===== src/sfm_pkg.sv =====
// Shared types and constants for the single-precision multiplier.
package sfm_pkg;
    localparam logic [9:0] BiasCarry = 10'd126;
    localparam logic [9:0] BiasPlain = 10'd127;
    localparam logic [9:0] ExpInf = 10'd255;
    localparam logic [31:0] InfBits = 32'h7f80_0000;

    // fields carried from the unpack stage to the multiply stage
    typedef struct packed {
        logic        sign;
        logic [9:0]  exp_sum;
        logic [23:0] sig_a;
        logic [23:0] sig_b;
    } t_unpacked;
endpackage


===== src/sfm_round.sv =====
// Normalize, range check and round-to-nearest-even of a 48-bit significand product.
module sfm_round
    import sfm_pkg::*;
(
    input  logic        i_sign,
    input  logic [9:0]  i_exp_sum,
    input  logic [47:0] i_prod,
    output logic [31:0] o_result
);
    logic [9:0]  exp_adj;
    logic [22:0] frac;
    logic        guard;
    logic        sticky;
    logic        inc;

    // one-place normalize and exponent bias
    always_comb begin
        if (i_prod[47]) begin
            exp_adj = i_exp_sum - BiasCarry;
            frac    = i_prod[46:24];
            guard   = i_prod[23];
            sticky  = |i_prod[22:0];
        end else begin
            exp_adj = i_exp_sum - BiasPlain;
            frac    = i_prod[45:23];
            guard   = i_prod[22];
            sticky  = |i_prod[21:0];
        end
        inc = guard & (sticky | frac[0]);
    end

    // underflow to zero, overflow to infinity, else rounded pack
    always_comb begin
        if (exp_adj[9]) begin
            o_result = {i_sign, 31'd0};
        end else if (exp_adj >= ExpInf) begin
            o_result = {i_sign, 31'd0} | InfBits;
        end else begin
            o_result = {i_sign, 31'd0} + {1'b0, exp_adj[7:0], frac} + {31'd0, inc};
        end
    end
endmodule


===== src/single_float_multiply.sv =====
// Top level of the pipelined single-precision multiplier.
// Usage: present operands on i_operand_a/i_operand_b with i_valid; a request is
// taken when i_valid and o_ready are both high. Results leave on o_product with
// o_valid and are taken when i_ready is high.
// Pipeline: unpack, 24x24 multiply, round into the output register; one new request
// accepted every cycle unless the output stalls. The 24x24 product
// register sets the critical stage.
// No classification of zero, infinity or NaN; denormals read as normals.
// Reset clears the stage valid bits only; payload registers are not reset.
// When the receiver stalls, a stage advances only if the stage ahead is empty
// or moving, so bubbles are squeezed out and nothing is lost or repeated.
// o_ready is low only when all stages hold items and the output is blocked.
module single_float_multiply
    import sfm_pkg::*;
(
    input  logic        i_clk,
    input  logic        i_rst_n,
    input  logic        i_valid,
    output logic        o_ready,
    input  logic [31:0] i_operand_a,
    input  logic [31:0] i_operand_b,
    output logic        o_valid,
    input  logic        i_ready,
    output logic [31:0] o_product
);
    logic        r_v1, r_v2, r_v3;
    t_unpacked   r_s1;
    logic        r_sign2;
    logic [9:0]  r_exp2;
    logic [47:0] r_prod2;
    logic [31:0] r_res3;
    logic [31:0] round_res;
    logic        adv3, adv2, adv1, adv0;

    // stall chain from output back to input
    assign adv3    = !r_v3 || i_ready;
    assign adv2    = !r_v2 || adv3;
    assign adv1    = !r_v1 || adv2;
    assign adv0    = adv1;
    assign o_ready = adv0;

    sfm_round u_round (
        .i_sign    (r_sign2),
        .i_exp_sum (r_exp2),
        .i_prod    (r_prod2),
        .o_result  (round_res)
    );

    // valid bits
    always_ff @(posedge i_clk) begin
        if (!i_rst_n) begin
            r_v1 <= 1'b0;
            r_v2 <= 1'b0;
            r_v3 <= 1'b0;
        end else begin
            if (adv1) r_v1 <= i_valid;
            if (adv2) r_v2 <= r_v1;
            if (adv3) r_v3 <= r_v2;
        end
    end

    // payload stages
    always_ff @(posedge i_clk) begin
        if (adv1) begin
            r_s1.sign    <= i_operand_a[31] ^ i_operand_b[31];
            r_s1.exp_sum <= {2'b00, i_operand_a[30:23]} + {2'b00, i_operand_b[30:23]};
            r_s1.sig_a   <= {1'b1, i_operand_a[22:0]};
            r_s1.sig_b   <= {1'b1, i_operand_b[22:0]};
        end
        if (adv2) begin
            r_sign2 <= r_s1.sign;
            r_exp2  <= r_s1.exp_sum;
            r_prod2 <= r_s1.sig_a * r_s1.sig_b;
        end
        if (adv3) r_res3 <= round_res;
    end

    assign o_valid   = r_v3;
    assign o_product = r_res3;

    // a stalled result holds
    assert property (@(posedge i_clk) disable iff (!i_rst_n)
        o_valid && !i_ready |=> o_valid && $stable(o_product))
        else $error("stalled result changed");
    // the input is blocked only with a full pipeline
    assert property (@(posedge i_clk) disable iff (!i_rst_n)
        !o_ready |-> r_v1 && r_v2 && r_v3 && !i_ready)
        else $error("ready dropped with room in pipeline");
    // an accepted request is in stage one next cycle
    assert property (@(posedge i_clk) disable iff (!i_rst_n)
        i_valid && o_ready |=> r_v1)
        else $error("accepted request lost");
endmodule


===== config.mk =====
export PLATFORM = sky130hd
export DESIGN_NAME = single_float_multiply
export DESIGN_NICKNAME = d
export VERILOG_FILES = /design/src/sfm_pkg.sv /design/src/sfm_round.sv /design/src/single_float_multiply.sv
export SDC_FILE = /design/constraint.sdc
export NUM_CORES = 2
export LEC_CHECK = 0
export BUFFER_PORTS_ARGS = -buffer_cell sky130_fd_sc_hd__buf_2
export CORE_MARGIN = 2
export CORE_UTILIZATION = 70
export CTS_CLUSTER_SIZE = 28
export DETAILED_ROUTE_END_ITERATION = 10
export PLACE_DENSITY = 0.89
export SETUP_SLACK_MARGIN = 0.5
export SLEW_MARGIN = 20
export SYNTH_ARGS = -nofsm -noshare
export SYNTH_HDL_FRONTEND = slang
export SYNTH_HIERARCHICAL = 1
export SYNTH_SLANG_ARGS = --single-unit

===== constraint.sdc =====
create_clock -name i_clk -period 14.15 [get_ports i_clk]
set_input_delay 0.7075 -clock i_clk [delete_from_list [all_inputs] [get_ports i_clk]]
set_output_delay 0.7075 -clock i_clk [all_outputs]
set_load 0.02 [all_outputs]

=== After elaboration in Yosys (flattened, before gate mapping) ===
Index checks and enable logic that the tools add are counted.

* Register bits: 151
* Input bits: 68
* Output and inout bits: 34
* Logic and storage cells: 38

* $add $sub $neg: 5
* Multiply operators: 1
* $lt $le $gt $ge: 1
* Muxes and demuxes: 6
* Bitwise gates (word level): 3
* Reduce and logical (&&, ||, !) cells: 9

{| class="wikitable"
|+ Operator list
! operator !! number
|-
| $mux 32 || 2
|-
| $mul 24x24->48 || 1
|-
| $add 32x1->32 || 1
|-
| $add 32x31->32 || 1
|-
| $mux 23 || 1
|-
| $reduce_or 23->1 || 1
|-
| $reduce_or 22->1 || 1
|-
| $sub 10x7->10 const B || 2
|-
| $ge 10x8->1 const B || 1
|-
| $mux 10 || 1
|-
| $add 8x8->9 || 1
|-
| $logic_not 1->1 || 3
|-
| $logic_or 1x1->1 || 3
|-
| $mux 1 || 2
|-
| $reduce_or 2->1 || 1
|-
| $and 1x1->1 || 1
|-
| $or 1x1->1 || 1
|-
| $xor 1x1->1 || 1
|}

=== Logic depth before layout (Yosys ltp) ===
* Depth in word-level cells: 7
* Depth in mapped cells: 28
* Depth with buffers taken out: 26

=== By module ===
The synthesis kept the hierarchy.

{| class="wikitable"
|+ Modules (own cells, without submodules)
! module !! times used !! cells an instance !! area an instance (um^2) !! sequential area each (um^2)
|-
| single_float_multiply || 1 || 2341 || 23541.3 || 4444.3
|-
| sfm_round || 1 || 257 || 1754.2 || 0.0
|}

=== Worst setup path before layout ===
OpenSTA, ideal clock, no wires.

* Path type: register to register
* Start point: register r_s1[38] in the netlist's numbering
* End point: register r_prod2[40] (data pin)
* Library setup time: 0.260 ns
* Arrival: 6.553 ns
* Data required time: 13.890 ns
* Path slack: 7.337 ns
* Stages on the path, launching flop included: 26
* Buffers on the path: 1
* Period minus slack after synthesis: 6.813 ns
* Cell sequence: edfxtp_1 clkbuf_1 nand2_1 fa_1 inv_1 fa_1 inv_1 fa_1 fa_1 inv_1 fa_1 fa_1 inv_1 fa_1 inv_1 ha_1 and2_4 and3_1 a221oi_2 a31oi_1 o2111ai_2 a211oi_2 o311a_1 nor2_2 o21ai_2 xor2_1

* Word-level cells in the longest chain between the ends: 1

{| class="wikitable"
|+ Ends and longest elaborated chain
! what !! RTL line !! RTL
|-
| start: declaration || single_float_multiply.sv:27 || <nowiki>t_unpacked r_s1;</nowiki>
|-
| $mul 24x24->48 || single_float_multiply.sv:73 || <nowiki>r_prod2 <= r_s1.sig_a * r_s1.sig_b;</nowiki>
|-
| end signal: assignment || single_float_multiply.sv:73 ||
|-
| end: declaration || single_float_multiply.sv:30 || <nowiki>logic [47:0] r_prod2;</nowiki>
|}

Every way passes these cells.
A chain may end at the register's enable or synchronous reset.

=== Worst setup path in the final report ===
* Start point: register r_s1[8] in the netlist's numbering
* End point: register r_prod2[40] (data pin)

Same word-level chain as after synthesis.

==> flow_metrics.py <==
metrics = {
    "routing": {
        "drt-initial-drc-count": 1944,
        "drc": 0,
        "drt-pass1-iter-count": 5,
        "detail_route.vias_per_cell": 5.95,
        "routedWlPerCell_um": 20.9,
        "wl_um": 64900,
        "vias": 18500,
        "ant_nets": 0,
    },
    "yosys": {
        "postSynthAreaPerCell_sq_um": 9.74,
        "synth_top_area_frac": 0.382,
        "synth.area.top_cells": "fa_1, edfxtp_1, ha_1",
        "synth-seq-area-share": 0.176,
        "async_flop_share": 0,
        "synth_edf_count": 146,
        "synth_ff_type": "edfxtp_1",
        "synth_top_cell_by_area": "fa_1",
        "netlist_area_sq_um": 25300,
        "yosysWarnings": 6,
        "synthCells": 2598,
        "ys_types": 79,
        "synth_seq_cells": 149,
    },
    "cts": {
        "cts_resized": 0,
        "post_cts_buffers": 0,
        "path_clk_slew_ns": 0.09,
        "clk_latency_ns": 0.48,
        "cts_buffers": 17,
        "cts_num_sinks": 149,
        "cts-htree-levels": 4,
        "cts_tree": "done",
        "cts_root_buffer": "clkbuf_16",
        "cts_hold_buf": 0,
        "clk_path_buf_depth": 2,
    },
    "finish": {
        "most-common-layout-cells": "inv_1, fa_1, nand2_1",
        "final_area_sq_um": 26700,
        "final_common_cell": "inv_1",
        "fin_nets": 3363,
        "drive_gt1_frac": 0.0697,
        "area_delta_synth_final_pct": 5.71,
        "final_cells": 3103,
    },
    "floorplanning": {
        "die_w_um": 194,
        "initial_core_util": 0.711,
        "num_io_pins": 102,
        "die_h_um": 194,
        "core_sq_um": 35600,
        "die_area_sq_um": 37700,
        "rows": 69,
    },
    "hold_path": {
        "hold_start": "i_operand_a[5]",
        "hold_depth": 1,
        "hold_end": "r_s1[29]",
        "min_path_type": "primary input to flop",
    },
    "timing": {
        "finalCriticalPeriod_ns": 7.92,
        "hold_viol": 0,
        "clock_skew_ns": 0.0336,
        "setup_viol": 0,
        "fin_crit_sh": 0.560,
        "layout_setup_ws_ns": 6.23,
        "finalMaxSlewViolations": 0,
        "finalSetupTns_ns": 0,
        "fmax_mhz": 126,
        "rsz0062_at_grt": "no",
        "max_slew_margin": 0.194,
        "worstMarginPinSlew_ns": 1.21,
    },
    "flow_run": {
        "drv_cap": 0,
    },
    "outcome": {
        "status": "completed",
    },
    "worst_setup_path": {
        "critPathLaunchType": "flop",
        "crit_type": "flop to flop",
        "reg2reg_depth": 24,
        "worst-endpoint-required_ns": 14.36,
        "crit_fanout": 17,
        "reg2reg_from": "r_s1[8]",
        "critPathSlowestCell": "edfxtp_1",
        "worstPathCellList": "clkinv_1 -> nor2_1 -> fa_1 -> inv_1 -> fa_1 -> fa_1 -> fa_1 -> inv_1 -> fa_1 -> inv_1 -> fa_1 -> fa_1 -> inv_1 -> ha_1 -> and2_4 -> and3_1 -> a221oi_2 -> a31oi_1 -> o2111ai_2 -> a211oi_2 -> o311a_1 -> nor2_2 -> o21ai_2 -> xor2_1",
        "cp_common_cell": "fa_1",
        "worstPathArrival_ns": 8.12,
        "cp_num_buf_inv": 5,
        "cpLargestDelayFamily": "adder cells",
        "regToRegEndpoint": "r_prod2[40]",
        "path_depth": 24,
        "rrSetupSlack_ns": 6.23,
        "endpoint_kind": "flop",
        "critPathMaxStageDelay_ns": 0.83,
    },
    "placement": {
        "dpl_cell_area_sq_um": 26100,
        "dp_slack_ns": 6.42,
        "place_hpwl_um": 49900,
        "place_inst": 3070,
        "port_buffers": 101,
        "place.gp.congestion": 1.01,
    },
    "grt": {
        "grt_pass1_vias": 20100,
        "antenna_found_initial": 1,
        "grt_pass1_wl_um": 104000,
        "track_usage": 0.361,
        "grt_max_degree": 62,
        "grt_overflow": 0,
    },
}
## cell families after synthesis
kind of cell,count (synthesis),share of synthesized area
fa+ha+maj,667,0.473
simple gates,761,0.151
flops,149,0.176
xor+xnor,91,0.0315
mux,28,0.0115
compound gates,199,0.0514
buf+inv,702,0.105
other cells,1,0.000148
## layer usage
metal,wire [um],track usage,vias to the layer above
met4,2960,0.157,0
met1,24700,0.473,9155
li1,-,-,7948
met3,7300,0.0932,241
met5,0,0,-
met2,29900,0.575,1121
## sequential cells by signal, indices dropped and copies added (netlist names)
name       cells
r_sign2        1
r_v1           1
r_v2           1
o_product     32
r_s1          56
o_valid        1
r_prod2       48
r_exp2         9
## stage by stage
step,hold slack (ns),utilization
floorplan,0.400,-
global placement,0.402,0.734
detailed placement,0.405,0.734
CTS,0.383,0.752
global route,0.387,0.752
finish,0.390,0.752
## worst max-delay path by stage
| stage | slack (ns) | start | endpoint |
|---|---|---|---|
| after floorplan | 7.34 | r_s1[38] | r_prod2[40] |
| after global placement | 6.50 | r_s1[36] | r_prod2[40] |
| after detailed placement | 6.42 | r_s1[36] | r_prod2[40] |
| after CTS | 6.39 | r_s1[8] | r_prod2[40] |
| after global routing | 5.94 | r_s1[8] | r_prod2[45] |
| final | 6.23 | r_s1[8] | r_prod2[40] |
## cell usage after synthesis, drive strengths merged, types with 2 or more instances
library cell  instances
nand3b                2
nand2b                8
dfxtp                 3
o21ai                35
nor4b                 2
and2                254
nand3                19
ha                  184
a31oi                13
or4b                  2
or3                   2
clkbuf              107
inv                 584
xor2                 37
xnor2                54
a21o                 26
o211ai                4
nand2               303
o2111ai               6
and3                 12
nand4                11
o21a                  9
mux2i                19
edfxtp              146
o21bai                6
a21oi                70
nor4                 11
fa                  483
and4                  4
nor2b                12
mux2                  9
nor2                 91
a21boi                2
a211oi               10
buf                   7
clkinv                4
a221oi                2
nor3b                 8
nor3                 13
## area by class of cell
cell class	instances	area [sq um]
Tap cell	461	577
Sequential cell	149	4440
Clock inverter	15	209
Antenna cell	1	2.50
Clock buffer	17	425
Fill cell	2439	8830
Inverter	588	2210
Multi-Input combinational cell	1750	18200
Timing Repair Buffer	122	663
Power is not shown: default switching activity piles up to over one toggle a cycle in this logic, so the estimate is an artifact.
